===== src/rtl/brl_pkg.sv =====
// Shared constants for the Bresenham line rasterizer.
// Holds configuration register indexes, widths and reset values; depends on nothing.
`default_nettype none

package brl_pkg;

    localparam int CFG_INDEX_BITS = 8;
    localparam int CFG_DATA_BITS  = 16;
    localparam int FRAME_DIM_BITS = 13;

    localparam logic [CFG_INDEX_BITS-1:0] CFG_FRAME_WIDTH  = 8'd0;
    localparam logic [CFG_INDEX_BITS-1:0] CFG_FRAME_HEIGHT = 8'd1;

    localparam logic [FRAME_DIM_BITS-1:0] FRAME_WIDTH_RESET  = 13'd640;
    localparam logic [FRAME_DIM_BITS-1:0] FRAME_HEIGHT_RESET = 13'd480;

    localparam logic KIND_LOAD    = 1'b0;
    localparam logic KIND_ADVANCE = 1'b1;

endpackage

`default_nettype wire


===== src/rtl/brl_setup.sv =====
// Line setup logic: axis swap for steep lines, endpoint ordering and doubled deltas.
// Purely combinational; used by bresenham_line_rasterizer on a load request.
`default_nettype none

module brl_setup #(
    parameter int COORD_BITS = 16
) (
    input  wire logic signed [COORD_BITS-1:0] start_x,
    input  wire logic signed [COORD_BITS-1:0] start_y,
    input  wire logic signed [COORD_BITS-1:0] end_x,
    input  wire logic signed [COORD_BITS-1:0] end_y,
    output logic                              steep,
    output logic signed [COORD_BITS-1:0]      major_start,
    output logic signed [COORD_BITS-1:0]      major_stop,
    output logic signed [COORD_BITS-1:0]      minor_start,
    output logic                              minor_step_down,
    output logic [COORD_BITS+1:0]             major_delta2,
    output logic [COORD_BITS+1:0]             minor_delta2
);

    localparam int CB = COORD_BITS;

    logic [CB-1:0]        dx_abs;
    logic [CB-1:0]        dy_abs;
    logic [CB-1:0]        major_span;
    logic [CB-1:0]        minor_span;
    logic signed [CB-1:0] maj_a;
    logic signed [CB-1:0] maj_b;
    logic signed [CB-1:0] min_a;
    logic signed [CB-1:0] min_b;
    logic signed [CB:0]   maj_diff;
    logic signed [CB:0]   min_diff;

    function automatic logic [CB-1:0] abs_diff(input logic signed [CB-1:0] a,
                                               input logic signed [CB-1:0] b);
        logic signed [CB:0] d;
        d = (a > b) ? (CB+1)'(a) - (CB+1)'(b) : (CB+1)'(b) - (CB+1)'(a);
        return d[CB-1:0];
    endfunction

    always_comb begin
        dx_abs = abs_diff(start_x, end_x);
        dy_abs = abs_diff(start_y, end_y);
        steep  = dx_abs < dy_abs;

        maj_a = steep ? start_y : start_x;
        min_a = steep ? start_x : start_y;
        maj_b = steep ? end_y   : end_x;
        min_b = steep ? end_x   : end_y;

        if (maj_a > maj_b) begin
            major_start = maj_b;
            major_stop  = maj_a;
            minor_start = min_b;
            min_diff    = (CB+1)'(min_a) - (CB+1)'(min_b);
        end else begin
            major_start = maj_a;
            major_stop  = maj_b;
            minor_start = min_a;
            min_diff    = (CB+1)'(min_b) - (CB+1)'(min_a);
        end

        maj_diff        = (CB+1)'(major_stop) - (CB+1)'(major_start);
        minor_step_down = min_diff <= 0;
        major_span      = maj_diff[CB-1:0];
        minor_span      = minor_step_down ? CB'(-min_diff) : min_diff[CB-1:0];
        major_delta2    = {1'b0, major_span, 1'b0};
        minor_delta2    = {1'b0, minor_span, 1'b0};
    end

endmodule

`default_nettype wire


===== src/rtl/bresenham_line_rasterizer.sv =====
// Bresenham line rasterizer top level: request handshakes, line state and pixel output.
// Depends on brl_pkg and brl_setup.
// A load request (tuser 0) latches two endpoints and a color and gives no pixel; each advance
// request (tuser 1) of an active line gives one pixel with its coordinates, color, an on-screen
// flag against frame_width/frame_height and tlast on the final pixel. Advance with no active
// line is absorbed without output. The block takes one request per clock while the output
// register is empty or being drained: the error add and compare runs from the line state
// registers straight into the output register.
// frame_width and frame_height sit at config indexes 0 and 1; write them only while idle.
`default_nettype none

module bresenham_line_rasterizer #(
    parameter int COORD_BITS = 16
) (
    input  wire logic                            aclk,
    input  wire logic                            aresetn,
    input  wire logic                            s_axis_tvalid,
    output logic                                 s_axis_tready,
    // start_x, start_y, end_x, end_y, line_color from bit 0, zero padded
    input  wire logic [((4*COORD_BITS+39)/8)*8-1:0] s_axis_tdata,
    // kind
    input  wire logic                            s_axis_tuser,
    output logic                                 m_axis_tvalid,
    input  wire logic                            m_axis_tready,
    // pixel_x, pixel_y, pixel_color from bit 0, zero padded
    output logic [((2*COORD_BITS+39)/8)*8-1:0]   m_axis_tdata,
    // on_screen
    output logic                                 m_axis_tuser,
    output logic                                 m_axis_tlast,
    input  wire logic                            cfg_valid,
    output logic                                 cfg_ready,
    input  wire logic [brl_pkg::CFG_INDEX_BITS-1:0] cfg_index,
    input  wire logic [brl_pkg::CFG_DATA_BITS-1:0]  cfg_data
);

    import brl_pkg::*;

    localparam int CB          = COORD_BITS;
    localparam int M_DATA_BITS = ((2*CB+39)/8)*8;
    localparam int CMP_BITS    = CB + FRAME_DIM_BITS + 1;

    logic [FRAME_DIM_BITS-1:0] frame_width_reg;
    logic [FRAME_DIM_BITS-1:0] frame_height_reg;

    logic                 active_reg, active_next;
    logic                 steep_reg, steep_next;
    logic signed [CB-1:0] major_pos_reg, major_pos_next;
    logic signed [CB-1:0] major_stop_reg, major_stop_next;
    logic signed [CB-1:0] minor_pos_reg, minor_pos_next;
    logic                 step_down_reg, step_down_next;
    logic [CB+2:0]        error_acc_reg, error_acc_next;
    logic [CB+1:0]        major_delta2_reg, major_delta2_next;
    logic [CB+1:0]        minor_delta2_reg, minor_delta2_next;
    logic [31:0]          held_color_reg, held_color_next;

    logic                 m_valid_reg, m_valid_next;
    logic signed [CB-1:0] px_reg, py_reg;
    logic [31:0]          color_reg;
    logic                 on_screen_reg, last_reg;

    logic                 s_fire;
    logic                 load_fire;
    logic                 adv_fire;
    logic                 setup_steep;
    logic signed [CB-1:0] setup_major_start;
    logic signed [CB-1:0] setup_major_stop;
    logic signed [CB-1:0] setup_minor_start;
    logic                 setup_step_down;
    logic [CB+1:0]        setup_major_delta2;
    logic [CB+1:0]        setup_minor_delta2;

    logic signed [CB-1:0]       px_now, py_now;
    logic                       last_now, vis_now;
    logic signed [CMP_BITS-1:0] px_ext, py_ext, fw_ext, fh_ext;
    logic [CB+2:0]              err_sum;

    brl_setup #(
        .COORD_BITS(CB)
    ) u_setup (
        .start_x        ($signed(s_axis_tdata[CB-1:0])),
        .start_y        ($signed(s_axis_tdata[2*CB-1:CB])),
        .end_x          ($signed(s_axis_tdata[3*CB-1:2*CB])),
        .end_y          ($signed(s_axis_tdata[4*CB-1:3*CB])),
        .steep          (setup_steep),
        .major_start    (setup_major_start),
        .major_stop     (setup_major_stop),
        .minor_start    (setup_minor_start),
        .minor_step_down(setup_step_down),
        .major_delta2   (setup_major_delta2),
        .minor_delta2   (setup_minor_delta2)
    );

    assign cfg_ready     = 1'b1;
    assign s_axis_tready = !m_valid_reg || m_axis_tready;
    assign s_fire        = s_axis_tvalid && s_axis_tready;
    assign load_fire     = s_fire && (s_axis_tuser == KIND_LOAD);
    assign adv_fire      = s_fire && (s_axis_tuser == KIND_ADVANCE) && active_reg;

    always_comb begin
        px_now   = steep_reg ? minor_pos_reg : major_pos_reg;
        py_now   = steep_reg ? major_pos_reg : minor_pos_reg;
        last_now = major_pos_reg == major_stop_reg;
        px_ext   = CMP_BITS'(px_now);
        py_ext   = CMP_BITS'(py_now);
        fw_ext   = $signed(CMP_BITS'(frame_width_reg));
        fh_ext   = $signed(CMP_BITS'(frame_height_reg));
        vis_now  = (px_ext >= 0) && (px_ext < fw_ext) && (py_ext >= 0) && (py_ext < fh_ext);
        err_sum  = error_acc_reg + (CB+3)'(minor_delta2_reg);
    end

    always_comb begin
        active_next       = active_reg;
        steep_next        = steep_reg;
        major_pos_next    = major_pos_reg;
        major_stop_next   = major_stop_reg;
        minor_pos_next    = minor_pos_reg;
        step_down_next    = step_down_reg;
        error_acc_next    = error_acc_reg;
        major_delta2_next = major_delta2_reg;
        minor_delta2_next = minor_delta2_reg;
        held_color_next   = held_color_reg;
        m_valid_next      = m_valid_reg && !m_axis_tready;

        priority if (load_fire) begin
            active_next       = 1'b1;
            steep_next        = setup_steep;
            major_pos_next    = setup_major_start;
            major_stop_next   = setup_major_stop;
            minor_pos_next    = setup_minor_start;
            step_down_next    = setup_step_down;
            error_acc_next    = '0;
            major_delta2_next = setup_major_delta2;
            minor_delta2_next = setup_minor_delta2;
            held_color_next   = s_axis_tdata[4*CB+31:4*CB];
        end else if (adv_fire) begin
            m_valid_next = 1'b1;
            if (err_sum >= (CB+3)'(major_delta2_reg)) begin
                minor_pos_next = step_down_reg ? minor_pos_reg - CB'(1) : minor_pos_reg + CB'(1);
                error_acc_next = err_sum - (CB+3)'(major_delta2_reg);
            end else begin
                error_acc_next = err_sum;
            end
            if (last_now) begin
                active_next = 1'b0;
            end else begin
                major_pos_next = major_pos_reg + CB'(1);
            end
        end else begin
            active_next = active_reg;
        end
    end

    always_ff @(posedge aclk) begin
        if (!aresetn) begin
            frame_width_reg  <= FRAME_WIDTH_RESET;
            frame_height_reg <= FRAME_HEIGHT_RESET;
            active_reg       <= 1'b0;
            m_valid_reg      <= 1'b0;
        end else begin
            active_reg  <= active_next;
            m_valid_reg <= m_valid_next;
            if (cfg_valid && cfg_ready) begin
                if (cfg_index == CFG_FRAME_WIDTH) begin
                    frame_width_reg <= cfg_data[FRAME_DIM_BITS-1:0];
                end
                if (cfg_index == CFG_FRAME_HEIGHT) begin
                    frame_height_reg <= cfg_data[FRAME_DIM_BITS-1:0];
                end
            end
        end
    end

    always_ff @(posedge aclk) begin
        steep_reg        <= steep_next;
        major_pos_reg    <= major_pos_next;
        major_stop_reg   <= major_stop_next;
        minor_pos_reg    <= minor_pos_next;
        step_down_reg    <= step_down_next;
        error_acc_reg    <= error_acc_next;
        major_delta2_reg <= major_delta2_next;
        minor_delta2_reg <= minor_delta2_next;
        held_color_reg   <= held_color_next;
        if (adv_fire) begin
            px_reg        <= px_now;
            py_reg        <= py_now;
            color_reg     <= held_color_reg;
            on_screen_reg <= vis_now;
            last_reg      <= last_now;
        end
    end

    assign m_axis_tvalid = m_valid_reg;
    assign m_axis_tdata  = M_DATA_BITS'({color_reg, py_reg, px_reg});
    assign m_axis_tuser  = on_screen_reg;
    assign m_axis_tlast  = last_reg;

    // retire the line after its final pixel
    a_last_retires: assert property (@(posedge aclk) disable iff (!aresetn)
        (adv_fire && last_now) |=> !active_reg)
        else $error("line still active after final pixel");

    a_load_starts: assert property (@(posedge aclk) disable iff (!aresetn)
        load_fire |=> (active_reg && error_acc_reg == '0))
        else $error("load did not start a fresh line");

    a_error_bound: assert property (@(posedge aclk) disable iff (!aresetn)
        (active_reg && major_delta2_reg != '0) |->
            (error_acc_reg < (CB+3)'(major_delta2_reg)))
        else $error("error term out of range");

    a_stall_only_when_full: assert property (@(posedge aclk) disable iff (!aresetn)
        !s_axis_tready |-> m_valid_reg)
        else $error("input stalled with empty output register");

    a_idle_advance_silent: assert property (@(posedge aclk) disable iff (!aresetn)
        (s_fire && s_axis_tuser == KIND_ADVANCE && !active_reg && !(m_valid_reg && !m_axis_tready))
            |=> !m_valid_reg)
        else $error("pixel emitted with no active line");

endmodule

`default_nettype wire

===== config.mk =====
export PLATFORM = sky130hd
export DESIGN_NAME = bresenham_line_rasterizer
export DESIGN_NICKNAME = d
export VERILOG_FILES = /design/src/rtl/brl_pkg.sv /design/src/rtl/brl_setup.sv /design/src/rtl/bresenham_line_rasterizer.sv
export SDC_FILE = /design/constraint.sdc
export NUM_CORES = 1
export LEC_CHECK = 0
export CORE_MARGIN = 5
export CORE_UTILIZATION = 60
export DETAILED_ROUTE_END_ITERATION = 10
export DONT_BUFFER_PORTS = 1
export PLACE_DENSITY = 0.84
export SLEW_MARGIN = 40
export SYNTH_ARGS = -nofsm -noshare
export SYNTH_HDL_FRONTEND = slang
export SYNTH_SLANG_ARGS = --single-unit

===== constraint.sdc =====
create_clock -name aclk -period 11.9 [get_ports aclk]
set_input_delay 1.785 -clock aclk [delete_from_list [all_inputs] [get_ports aclk]]
set_output_delay 1.785 -clock aclk [all_outputs]
set_load 0.005 [all_outputs]

* After elaboration in Yosys (flattened, before gate mapping)
Cells that the tools add are included.
Storage, ports and cells: memories 0, input port bits 126, register bits 227, logic and storage cells 91, bits in writable memories 0, memory bits (read-only) 0, output and inout bits 69, bits in latches 0
Operators by class: shift-type cells 0, bitwise logic cells 1, multiplexer cells 26, multipliers 0, $add $sub $neg 13, reduce and logical (&&, ||, !) cells 20, divide/modulo/power cells 0, eq/ne operators 3, $lt $le $gt $ge 10
Operators with widths (count):
- $mux 16 | 19
- $sub 16x16->16 | 5
- $gt 16x16->1 | 3
- $sub 16x16->17 | 2
- $add 16x2->16 const B | 2
- $ge 16x1->1 const B | 2
- $lt 16x14->1 | 2
- $add 19x17->19 | 1
- $ge 19x17->1 | 1
- $mux 19 | 1
- $sub 19x17->19 | 1
- $le 17x1->1 const B | 1
- $mux 17 | 1
- $eq 16x16->1 | 1
- $lt 16x16->1 | 1
- $neg 16->16 | 1
- $sub 16x2->16 const B | 1
- $reduce_and 2->1 | 5
- $eq 8x1->1 const B | 1
- $logic_and 1x1->1 | 8
- $logic_not 8->1 | 1
- $reduce_bool 2->1 | 3
- $mux 1 | 5
- $logic_not 1->1 | 2
- 3 further kinds | 3

* Logic depth before layout (Yosys ltp)
Gate-level depths: netlist of the first run.
word-level depth 8, depth in mapped cells 49, mapped depth without buffers 41

* Cells and area by module
A second synthesis of the first run with hierarchy kept.
Second synthesis, totals: cell total of the unflattened synthesis 2156, area, all modules 19496.2 µm²
Modules (own cells, without submodules):
- bresenham_line_rasterizer | cells each 960, instances 1, sequential area each 6466.2 µm², area each 11598.6 µm²
- brl_setup | cells each 1196, instances 1, sequential area each 0.0 µm², area each 7897.6 µm²

* Least setup slack after synthesis of the first run
Ideal clock, no wire load.
kind input -> register, start input s_axis_tdata[0], end register major_pos_reg[11] (data pin), setup time 0.383 ns, stages on the path 46, setup slack 1.217 ns, buffers on the path 14, data arrival time 10.300 ns, cell sequence inv_1 > ha_1 > inv_1 > fa_1 > a21o_1 > a21o_1 > a21o_1 > a21oi_1 > o21a_1 > o21ai_0 > a2111oi_0 > mux2i_1 > nand2_1 > clkbuf_1 > clkbuf_1 > mux2_2 > ha_1 > nand2_1 > [10 not listed] > inv_1 > ha_1 > nand2_1 > o21ai_0 > nor2_1 > o31ai_1 > o21ai_0 > nor3b_2 > buf_6 > buf_6 > buf_4 > buf_2 > buf_2 > clkbuf_1 > clkbuf_1 > nand2_1 > o211ai_1 > o21ai_0
Between the ends: cells in the longest elaborated chain, start to end 7, elaborated cells between the ends (all ways) 10, those cells by class add/sub: 2; order compare: 3; mux: 5
Ends and longest elaborated chain:
- start, declared | RTL line bresenham_line_rasterizer.sv:20 | input wire logic [((4*COORD_BITS+39)/8)*8-1:0] s_axis_tdata,
- $sub 16x16->16 / $gt 16x16->1 (equally long branches) | RTL line brl_setup.sv:37 | d = (a > b) ? (CB+1)'(a) - (CB+1)'(b) : (CB+1)'(b) - (CB+1)'(a);
- $mux 16 | RTL line brl_setup.sv:37
- $lt 16x16->1 | RTL line brl_setup.sv:44 | steep = dx_abs < dy_abs;
- $mux 16, on equally long branches | RTL line brl_setup.sv:46, brl_setup.sv:48
- $gt 16x16->1 | RTL line brl_setup.sv:51 | if (maj_a > maj_b) begin
- $mux 16 (*) | RTL line brl_setup.sv:51
- $mux 16 (*) | RTL line bresenham_line_rasterizer.sv:124 | priority if (load_fire) begin
- named net major_pos_next[11] | RTL line bresenham_line_rasterizer.sv:47 | logic signed [CB-1:0] major_pos_reg, major_pos_next;
- end signal, assigned | RTL line bresenham_line_rasterizer.sv:175 | major_pos_reg <= major_pos_next;
- end, declared | RTL line bresenham_line_rasterizer.sv:47
The timed path passes the listed nets; every way through them passes the cells marked *. A chain may end at the register's enable or synchronous reset.

* Worst setup path after layout of the first run
start input s_axis_tdata[0], end register minor_delta2_reg[4] (data pin)
Between the ends: cells in the longest elaborated chain, start to end 8, elaborated cells between the ends (all ways) 16, those cells by class add/sub: 5; order compare: 4; mux: 7
Ends and longest elaborated chain:
- $sub 16x16->16 / $gt 16x16->1 (equally long branches) | RTL line brl_setup.sv:37
- $mux 16 | RTL line brl_setup.sv:37
- $lt 16x16->1 | RTL line brl_setup.sv:44
- $mux 16, on equally long branches
- $sub 16x16->17 (tied with other cells) | RTL line brl_setup.sv:60 | min_diff = (CB+1)'(min_b) - (CB+1)'(min_a);
- $mux 17 (*) | RTL line brl_setup.sv:51
- $neg 16->16 / $le 17x1->1 (equally long branches) | RTL line brl_setup.sv:66, brl_setup.sv:64
- $mux 16 (*) | RTL line brl_setup.sv:66 | minor_span = minor_step_down ? CB'(-min_diff) : min_diff[CB-1:0];
- named net setup_minor_delta2[4] | RTL line bresenham_line_rasterizer.sv:70 | logic [CB+1:0] setup_minor_delta2;
- end signal, assigned | RTL line bresenham_line_rasterizer.sv:181 | minor_delta2_reg <= minor_delta2_next;
- end, declared | RTL line bresenham_line_rasterizer.sv:53 | logic [CB+1:0] minor_delta2_reg, minor_delta2_next;
Marked as above.

==> results of run 1 <==
-- cell usage in the layout (no fill, tap or decap), types with 4 or more instances in the layout --
cell / n
a21oi_1: 211
ha_1: 196
inv_1: 191
edfxtp_1: 180
nand2_1: 146
nor2_1: 140
o21ai_0: 114
mux2i_1: 88
xnor2_1: 82
a21o_1: 66
xor2_1: 50
dfxtp_1: 46
nor2b_1: 43
o211ai_1: 41
mux2_2: 41
nand3_1: 38
nor3_1: 27
nand4_1: 23
clkbuf_16: 23
buf_4: 22
o21bai_1: 20
nand2b_1: 18
o21a_1: 14
a21boi_0: 14
and3_1: 13
a211oi_1: 11
a31oi_1: 9
o21ai_1: 9
fa_1: 9
and2_1: 8
nor4_1: 8
or3_1: 7
o41ai_1: 5
clkbuf_1: 5
clkinv_2: 4
a221o_1: 4
o31ai_1: 4
buf_12: 4
-- Yosys cell counts (18+ instances only) --
| cell type | n | area, um2 |
|---|---|---|
| a21oi_1 | 211 | 1060 |
| ha_1 | 196 | 2450 |
| inv_1 | 193 | 724 |
| edfxtp_1 | 180 | 5410 |
| nand2_1 | 146 | 548 |
| nor2_1 | 140 | 526 |
| o21ai_0 | 119 | 596 |
| mux2i_1 | 88 | 881 |
| xnor2_1 | 82 | 718 |
| a21o_1 | 66 | 495 |
| clkbuf_1 | 62 | 233 |
| xor2_1 | 50 | 438 |
| dfxtp_1 | 46 | 921 |
| nor2b_1 | 43 | 269 |
| mux2_2 | 41 | 462 |
| o211ai_1 | 41 | 308 |
| nand3_1 | 39 | 195 |
| nor3_1 | 27 | 135 |
| nand4_1 | 23 | 144 |
| o21bai_1 | 20 | 150 |
| nand2b_1 | 18 | 113 |
-- worst max-delay path: cells and delay by family --
family	cells	cell delay [ns]
AND/OR/NAND/NOR	4	1.50
AO/OA/AOI/OAI	20	4.15
XOR/XNOR	3	0.50
adder cells (fa/ha/maj)	4	1.17
multiplexers	3	0.76
buffers and inverters	6	1.02
-- metrics by stage --
step	hold WS (ns)	utilization (%)	instance area (um2)	std cells
2_1_floorplan	0.400	-	18300	2017
3_3_place_gp	0.401	61.7	18700	2358
3_5_place_dp	0.405	61.7	18700	2359
4_1_cts	0.416	64.2	19500	2399
5_1_grt	0.426	64.3	19500	2400
6_report	0.416	64.3	19500	2400
-- logic make-up after synthesis --
logic type / count (synthesis) / share of synthesized area (%)
muxes: 130 / 7.42
DFF: 226 / 34.6
other: 1 / 0.0205
xor gates and xnor gates: 132 / 6.32
buffers and inverters: 275 / 5.82
adders and majority gates: 207 / 14.5
AOI/OAI and AO/OA: 561 / 18.9
and+or+nand+nor: 485 / 12.5
-- layout make-up --
cell class	count	area share [%]
multi-input combinational	1516	56.1
sequential	226	32.4
inverter	194	3.77
clock buffer	30	3.19
tap	396	2.54
timing repair buffer	28	1.39
clock inverter	10	0.577
-- routing by layer --
metal  routed length (um)  global-route usage (%)  share of wire [%]  up-vias
met5                   39                       0              0.077        -
met4                 2190                    10.8                4.3        8
met3                 5400                    8.05                 11      149
met2                23200                    48.2                 46      710
met1                19500                    35.6                 39     7007
li1                     -                       -                  -     7128
-- how the worst min path moves through the flow --
stage / from / endpoint / slack, ns / cells past startpoint
floorplan: held_color_reg[0]$_DFFE_PP_ / color_reg[0]$_DFFE_PP_ / 0.40 / 0
global placement: held_color_reg[8]$_DFFE_PP_ / color_reg[8]$_DFFE_PP_ / 0.40 / 0
detailed placement: held_color_reg[17]$_DFFE_PP_ / color_reg[17]$_DFFE_PP_ / 0.40 / 0
CTS: held_color_reg[31]$_DFFE_PP_ / color_reg[31]$_DFFE_PP_ / 0.42 / 0
global route: held_color_reg[26]$_DFFE_PP_ / color_reg[26]$_DFFE_PP_ / 0.43 / 0
finish: held_color_reg[31]$_DFFE_PP_ / color_reg[31]$_DFFE_PP_ / 0.42 / 0
==> results.py, run 1 <==
metrics = {
    "timing": {
        "worst_slack_ns": 1.23,
        "min_period_ns": 10.67,
        "clock_skew_ns": 0.0195,
        "worst_slew_pin_slew_ns": 0.795,
        "final_max_slew_viol_count": 0,
        "finalCritPeriodShare_pct": 89.6,
        "hold_violations": 0,
        "fmax_mhz": 93.8,
        "rsz0062_at_grt": "no",
        "finalSetupTns_ns": 0,
        "slew_headroom_pct": 47.0,
        "setup_violations": 0,
    },
    "route": {
        "first_pass_iters": 6,
        "drc": 0,
        "routed_wl_um": 50400,
        "antenna_left": 0,
        "via_per_inst": 6.25,
        "wl_per_cell_um": 21.0,
        "vias": 15000,
        "drt_first_iter_violations": 1386,
    },
    "setup_path": {
        "timing.rr.start": "minor_delta2_reg[1]$_DFFE_PP_",
        "required_ns": 12.13,
        "r2r_end": "error_acc_reg[16]$_SDFFE_PP0P_",
        "cpMostUsedCell": "a21oi_1",
        "cpMaxStageDelayCell": "nor3b_4",
        "critPathLaunchType": "primary input",
        "cp.arrival_ns": 10.90,
        "worstPathMaxFanout": 44,
        "setup.worst_path.end": "minor_delta2_reg[4]$_DFFE_PP_",
        "crit_type": "in2reg",
        "critPathLaunch": "s_axis_tdata[0]",
        "slowest_delay_ns": 0.65,
        "reg2reg_slack_ns": 6.45,
        "rr_worst_depth": 22,
        "end_kind": "register",
    },
    "yosys": {
        "ys_ff_latch": 226,
        "syn_nets": 2348,
        "synth_ff_type": "edfxtp_1",
        "avgSynthCellArea_um2": 9.07,
        "synthDistinctLibCells": 77,
        "synthArstFlopShare_pct": 0,
        "seq_area_frac_synth_pct": 34.6,
        "synth-edff-count": 180,
        "synth_area_um2": 18300,
        "synth_cells": 2017,
        "yosys_warnings": 0,
    },
    "final_layout": {
        "diodes": 0,
        "multiInputGateArea_um2": 10900,
        "fillCellCount": 2391,
        "area_delta_synth_final_pct": 6.55,
        "nNetsFinal": 2319,
        "ff_latch_area_um2": 6330,
        "drive_above_1_share_pct": 6.14,
    },
    "grt": {
        "track_usage_pct": 28.8,
        "overflow": 0,
        "grt_start_max_net_pins": 81,
        "antenna_found_initial": 5,
        "grt_pass1_vias": 14600,
        "grt_pass1_wl_um": 78300,
    },
    "clock_tree": {
        "clock-sinks": 226,
        "htree_levels": 1,
        "cts-root-buf": "clkbuf_16",
        "postCtsSetupRepairBufs": 0,
        "cts.reportedPaths.clkPinSlew_ns": 0.06,
        "clock_latency_ns": 0.50,
        "cts_tree": "done",
        "cts_resized": 0,
        "cts_buffers": 22,
        "cts_buffer_depth": 3,
        "cts-hold-fix-buffers": 0,
    },
    "floorplan": {
        "die_w_um": 185,
        "die_y_um": 185,
        "start_util_pct": 60.3,
        "io_pins": 195,
        "dieArea_um2": 34100,
        "num_rows": 64,
        "core-area_um2": 30300,
    },
    "worst_hold_path": {
        "worstHoldPathType": "reg2reg",
    },
    "placed_design": {
        "pre_cts_ws_ns": 0.810,
        "hpwlAfterDp_um": 40100,
        "gp_congestion": 1.00,
        "io_buffers": 0,
    },
    "run": {
        "cap_violations": 0,
    },
    "run_status": {
        "status": "finished clean",
    },
}
Power of run 1 is left out: the tool's default activity adds up to more than one toggle a clock period on the data nets, which glitch-free logic cannot reach.
==> inputs of run 2 (changes only) <==
--- a/config.mk
+++ b/config.mk
@@ -5,6 +5,7 @@
 export SDC_FILE = /design/constraint.sdc
 export NUM_CORES = 1
 export LEC_CHECK = 0
+export ABC_AREA = 1
 export CORE_MARGIN = 5
 export CORE_UTILIZATION = 60
 export DETAILED_ROUTE_END_ITERATION = 10
==> results.py, run 2 <==
metrics = {
    "floorplan": {
        "core-area_um2": 30700,
        "die_y_um": 187,
        "num_rows": 64,
        "dieArea_um2": 34900,
        "die_w_um": 187,
        "io_pins": 195,
        "start_util_pct": 61.1,
    },
    "yosys": {
        "yosysMostFrequentCell": "nand2_1",
        "synth_area_leader_cell": "edfxtp_1",
        "synth_mux_area_share_pct": 0.267,
        "synth_top_family_by_area": "simple AND/OR/NAND/NOR gates",
        "syn_nets": 2798,
        "yosys_warnings": 0,
        "synth_ff_type": "edfxtp_1",
        "synth_top_cells_by_count": "556 x nand2_1, 361 x inv_1, 264 x o21ai_0",
        "synthArstFlopShare_pct": 0,
        "synth_compound_area_share_pct": 17.1,
        "synth_fa_ha_area_share_pct": 14.1,
        "ys_ff_latch": 226,
        "synth_cells": 2467,
        "synthDistinctLibCells": 61,
        "synth_top_area_share_pct": 28.9,
        "synth_area_um2": 18700,
        "yosys.area_share.simple_pct": 20.6,
        "synth-edff-count": 180,
        "avgSynthCellArea_um2": 7.59,
        "synth_xor_area_share_pct": 5.05,
        "seq_area_frac_synth_pct": 33.8,
        "synth_area_leaders": "edfxtp_1 29%, ha_1 13%, nand2_1 11%, inv_1 7.2%, o21ai_0 7.1%",
    },
    "grt": {
        "grt_pass1_vias": 16100,
        "grt_pass1_wl_um": 84900,
        "antenna_found_initial": 1,
        "track_usage_pct": 29.8,
        "overflow": 0,
        "grt_start_max_net_pins": 71,
    },
    "final_layout": {
        "fillCellCount": 2603,
        "area_delta_synth_final_pct": 5.74,
        "layout_common_cells": "555 x nand2_1, 360 x inv_1, 261 x o21ai_0, 213 x a21oi_1, 196 x ha_1",
        "finalNonFillerCells": 2864,
        "final_common_cell": "nand2_1",
        "multiInputGateArea_um2": 10700,
        "ff_latch_area_um2": 6330,
        "nNetsFinal": 2783,
        "drive_above_1_share_pct": 5.23,
    },
    "run_status": {
        "status": "finished clean",
    },
    "placed_design": {
        "hpwlAfterDp_um": 45000,
        "io_buffers": 0,
        "placedCellCount": 2825,
        "pre_cts_ws_ns": 1.13,
        "gp_congestion": 1.06,
    },
    "timing": {
        "hold_violations": 0,
        "slew_headroom_pct": 44.5,
        "fmax_mhz": 94.8,
        "worst_slack_ns": 1.35,
        "finalCritPeriodShare_pct": 88.6,
        "clock_skew_ns": 0.0182,
        "setup_violations": 0,
        "worst_slew_pin_slew_ns": 0.824,
        "rsz0062_at_grt": "no",
        "finalSetupTns_ns": 0,
        "min_period_ns": 10.55,
        "final_max_slew_viol_count": 0,
    },
    "route": {
        "drc": 0,
        "via_per_inst": 5.92,
        "first_pass_iters": 6,
        "vias": 16900,
        "antenna_left": 0,
        "drt_first_iter_violations": 1598,
        "routed_wl_um": 54900,
        "wl_per_cell_um": 19.2,
    },
    "clock_tree": {
        "cts-hold-fix-buffers": 0,
        "cts.reportedPaths.clkPinSlew_ns": 0.07,
        "cts_tree": "done",
        "cts-root-buf": "clkbuf_16",
        "cts_buffer_depth": 3,
        "clock-sinks": 226,
        "cts_buffers": 21,
        "cts_resized": 0,
        "clock_latency_ns": 0.51,
        "postCtsSetupRepairBufs": 0,
        "htree_levels": 1,
    },
    "setup_path": {
        "worst-path-buf-inv": 8,
        "path_delay_family": "simple AND/OR/NAND/NOR gates",
        "end_kind": "register",
        "cpMaxStageDelayCell": "o21ai_0",
        "cp.arrival_ns": 10.77,
        "crit_type": "in2reg",
        "critPathLaunchType": "primary input",
        "required_ns": 12.12,
        "worstPathMaxFanout": 70,
        "slowest_delay_ns": 0.64,
        "cpMostUsedCell": "nand2_1",
    },
    "run": {
        "cap_violations": 0,
    },
    "worst_hold_path": {
        "worstHoldPathType": "reg2reg",
    },
}
==> run 2: cell count changes in the layout (fill, tap and decap cells not counted), sizes merged, moves of 56 or more <==
cell	change
a21o	-56
nand3	+102
o21ai	+161
inv	+177
mux2i	-83
nand2	+420
==> run 2: worst paths after layout <==
kind	startpoint	endpoint	slack, ns	cells past startpoint
hold reg to reg	held_color_reg[10]$_DFFE_PP_	color_reg[10]$_DFFE_PP_	0.42	0
hold / removal	held_color_reg[10]$_DFFE_PP_	color_reg[10]$_DFFE_PP_	0.42	0
setup / recovery	s_axis_tdata[16]	minor_delta2_reg[6]$_DFFE_PP_	1.35	49
setup reg to reg	minor_delta2_reg[3]$_DFFE_PP_	minor_pos_reg[0]$_DFFE_PP_	6.78	23
==> run 2: cell families (layout without fill, tap and decap cells) <==
logic type | Yosys count | after routing
XOR/XNOR | 108 | 108
AO/OA/AOI/OAI | 588 | 588
other | 1 | 2
AND/OR/NAND/NOR | 897 | 897
adder cells (fa/ha/maj) | 205 | 205
multiplexers | 5 | 5
flip-flops | 226 | 226
buffers and inverters | 437 | 437
==> run 2: worst register-to-register path: cells and delay by family, from the launching register on <==
family,cells,cell delay (ns)
xor gates and xnor gates,1,0.16
DFF,1,0.37
and+or+nand+nor,8,1.15
adders and majority gates,2,0.70
AOI/OAI and AO/OA,9,1.84
buffers and inverters,3,0.57
==> run 2: layout make-up <==
| class | count | share of cell area, % |
|---|---|---|
| clock inverters | 10 | 0.328 |
| multi-input cells | 1804 | 54.0 |
| clock buffers | 28 | 3.04 |
| well taps | 396 | 2.50 |
| inverters | 371 | 7.04 |
| repair buffers | 28 | 1.08 |
| diodes | 1 | 0.0126 |
| flip-flops and latches | 226 | 31.9 |
==> run 2: metrics by stage <==
step | hold WS, ns | util, % | instance area (um2)
after CTS | 0.418 | 64.6 | 19800
after global routing | 0.424 | 64.6 | 19800
after global placement | 0.400 | 62.4 | 19100
after floorplan | 0.400 | - | 18700
final | 0.416 | 64.6 | 19800
after detailed placement | 0.405 | 62.4 | 19100
==> run 2: layer usage <==
metal | part of all wire (%) | wire length (um) | global-route usage [%]
met5 | 0.024 | 13 | 0
met1 | 40 | 21900 | 36.8
met3 | 9.6 | 5260 | 7.60
met4 | 3.4 | 1860 | 8.77
met2 | 47 | 25900 | 51.4
Power of run 2 is left out for the same reason.
==> inputs of run 3 (changes only) <==
--- a/config.mk
+++ b/config.mk
@@ -6,11 +6,12 @@
 export NUM_CORES = 1
 export LEC_CHECK = 0
 export ABC_AREA = 1
+export CORE_ASPECT_RATIO = 0.9
 export CORE_MARGIN = 5
 export CORE_UTILIZATION = 60
 export DETAILED_ROUTE_END_ITERATION = 10
 export DONT_BUFFER_PORTS = 1
-export PLACE_DENSITY = 0.84
+export PLACE_DENSITY = 0.75
 export SLEW_MARGIN = 40
 export SYNTH_ARGS = -nofsm -noshare
 export SYNTH_HDL_FRONTEND = slang
==> results.py, run 3 (synthesis gave the netlist of run 2 again) <==
metrics = {
    "floorplan": {
        "io_pins": 195,
        "start_util_pct": 60.7,
        "num_rows": 61,
        "dieArea_um2": 34900,
        "core-area_um2": 30800,
        "die_w_um": 196,
        "die_y_um": 178,
    },
    "placed_design": {
        "postPlaceCellArea_um2": 19100,
        "gp_congestion": 1.04,
        "hpwlAfterDp_um": 44800,
        "io_buffers": 0,
    },
    "clock_tree": {
        "cts_buffer_depth": 3,
        "htree_levels": 1,
        "postCtsSetupRepairBufs": 0,
        "cts_buffers": 22,
        "clock_latency_ns": 0.51,
        "cts-hold-fix-buffers": 0,
        "cts_tree": "done",
        "cts_resized": 0,
        "clock-sinks": 226,
        "cts.reportedPaths.clkPinSlew_ns": 0.07,
        "cts-root-buf": "clkbuf_16",
    },
    "timing": {
        "slew_headroom_pct": 37.7,
        "hold_violations": 0,
        "fmax_mhz": 97.6,
        "finalSetupTns_ns": 0,
        "min_period_ns": 10.25,
        "holdWs_ns": 0.419,
        "worst_slew_pin_slew_ns": 0.925,
        "setup_violations": 0,
        "final_max_slew_viol_count": 0,
        "finalCritPeriodShare_pct": 86.1,
        "rsz0062_at_grt": "no",
        "clock_skew_ns": 0.0182,
    },
    "route": {
        "wl_per_cell_um": 19.6,
        "drt_first_iter_violations": 1688,
        "routed_wl_um": 56100,
        "via_per_inst": 5.93,
        "antenna_left": 0,
        "vias": 17000,
        "drc": 0,
        "first_pass_iters": 6,
    },
    "final_layout": {
        "drive_above_1_share_pct": 5.08,
        "fin_util_pct": 64.3,
        "area_delta_synth_final_pct": 5.91,
        "final_common_cell": "nand2_1",
        "final_cell_area_um2": 19800,
        "nNetsFinal": 2776,
        "diodes": 0,
        "layout_common_cells": "555 x nand2_1, 360 x inv_1, 258 x o21ai_0, 213 x a21oi_1, 196 x ha_1",
    },
    "worst_hold_path": {
        "worstHoldEndpoint": "color_reg[16]$_DFFE_PP_",
        "hold_path_depth": 0,
        "worstHoldPathType": "reg2reg",
        "hp-start": "held_color_reg[16]$_DFFE_PP_",
    },
    "setup_path": {
        "r2r_end": "minor_pos_reg[1]$_DFFE_PP_",
        "crit_type": "in2reg",
        "cpMaxStageDelayCell": "o21ai_0",
        "path_delay_family": "simple AND/OR/NAND/NOR gates",
        "cp.arrival_ns": 10.47,
        "rr_worst_depth": 23,
        "critPathLaunchType": "primary input",
        "cpMostUsedCell": "nand2_1",
        "worstPathMaxFanout": 55,
        "slowest_delay_ns": 0.63,
        "worst-path-buf-inv": 6,
        "reg2reg_slack_ns": 6.74,
        "timing.rr.start": "minor_delta2_reg[3]$_DFFE_PP_",
        "required_ns": 12.12,
        "end_kind": "register",
    },
    "run_status": {
        "status": "finished clean",
    },
    "grt": {
        "antenna_found_initial": 3,
        "overflow": 0,
        "grt_pass1_wl_um": 87600,
        "track_usage_pct": 31.4,
        "grt_start_max_net_pins": 64,
        "grt_pass1_vias": 16200,
    },
    "run": {
        "cap_violations": 0,
    },
}
## run 3: cell count changes in the layout (fill, tap and decap cells not counted), moves of 2 or more
cell / before / now
buf_4: 27 / 19
clkbuf_1: 3 / 0
clkinvlp_4: 0 / 3
o21ai_0: 261 / 258
o21ai_1: 22 / 25
bufinv_16: 0 / 2
clkbuf_8: 3 / 1
## run 3: per-layer routing
layer	part of all wire, %	wire [um]	vias up	track usage (%)
li1	-	-	8231	-
met1	42	23600	7899	41.9
met2	45	25300	776	52.1
met3	8.9	4970	111	5.22
met4	3.8	2130	4	11.0
met5	0.048	27	-	0
## run 3: area by class of cell
type	count	area (um2)
well taps	409	512
flip-flops and latches	226	6330
fillers	2710	11000
repair buffers	20	163
inverters	371	1400
multi-input cells	1804	10700
clock buffers	24	589
clock inverters	16	148
## run 3: metrics by stage
stage,worst slack (ns),std cells
CTS,1.85,2870
detailed placement,1.32,2830
floorplan,2.90,2467
finish,1.65,2870
global route,0.921,2870
global placement,1.49,2830
## run 3: how the worst max path moves through the flow
stage,startpoint,end,slack (ns),cells after the start
6_report,s_axis_tdata[16],minor_delta2_reg[6]$_DFFE_PP_,1.65,47
2_1_floorplan,s_axis_tdata[16],minor_delta2_reg[15]$_DFFE_PP_,2.90,48
5_1_grt,s_axis_tdata[2],minor_delta2_reg[6]$_DFFE_PP_,0.92,44
4_1_cts,s_axis_tdata[0],minor_delta2_reg[6]$_DFFE_PP_,1.85,45
3_5_place_dp,s_axis_tdata[0],minor_delta2_reg[6]$_DFFE_PP_,1.32,45
3_3_place_gp,s_axis_tdata[0],minor_delta2_reg[6]$_DFFE_PP_,1.49,45
Power of run 3 is left out for the same reason.
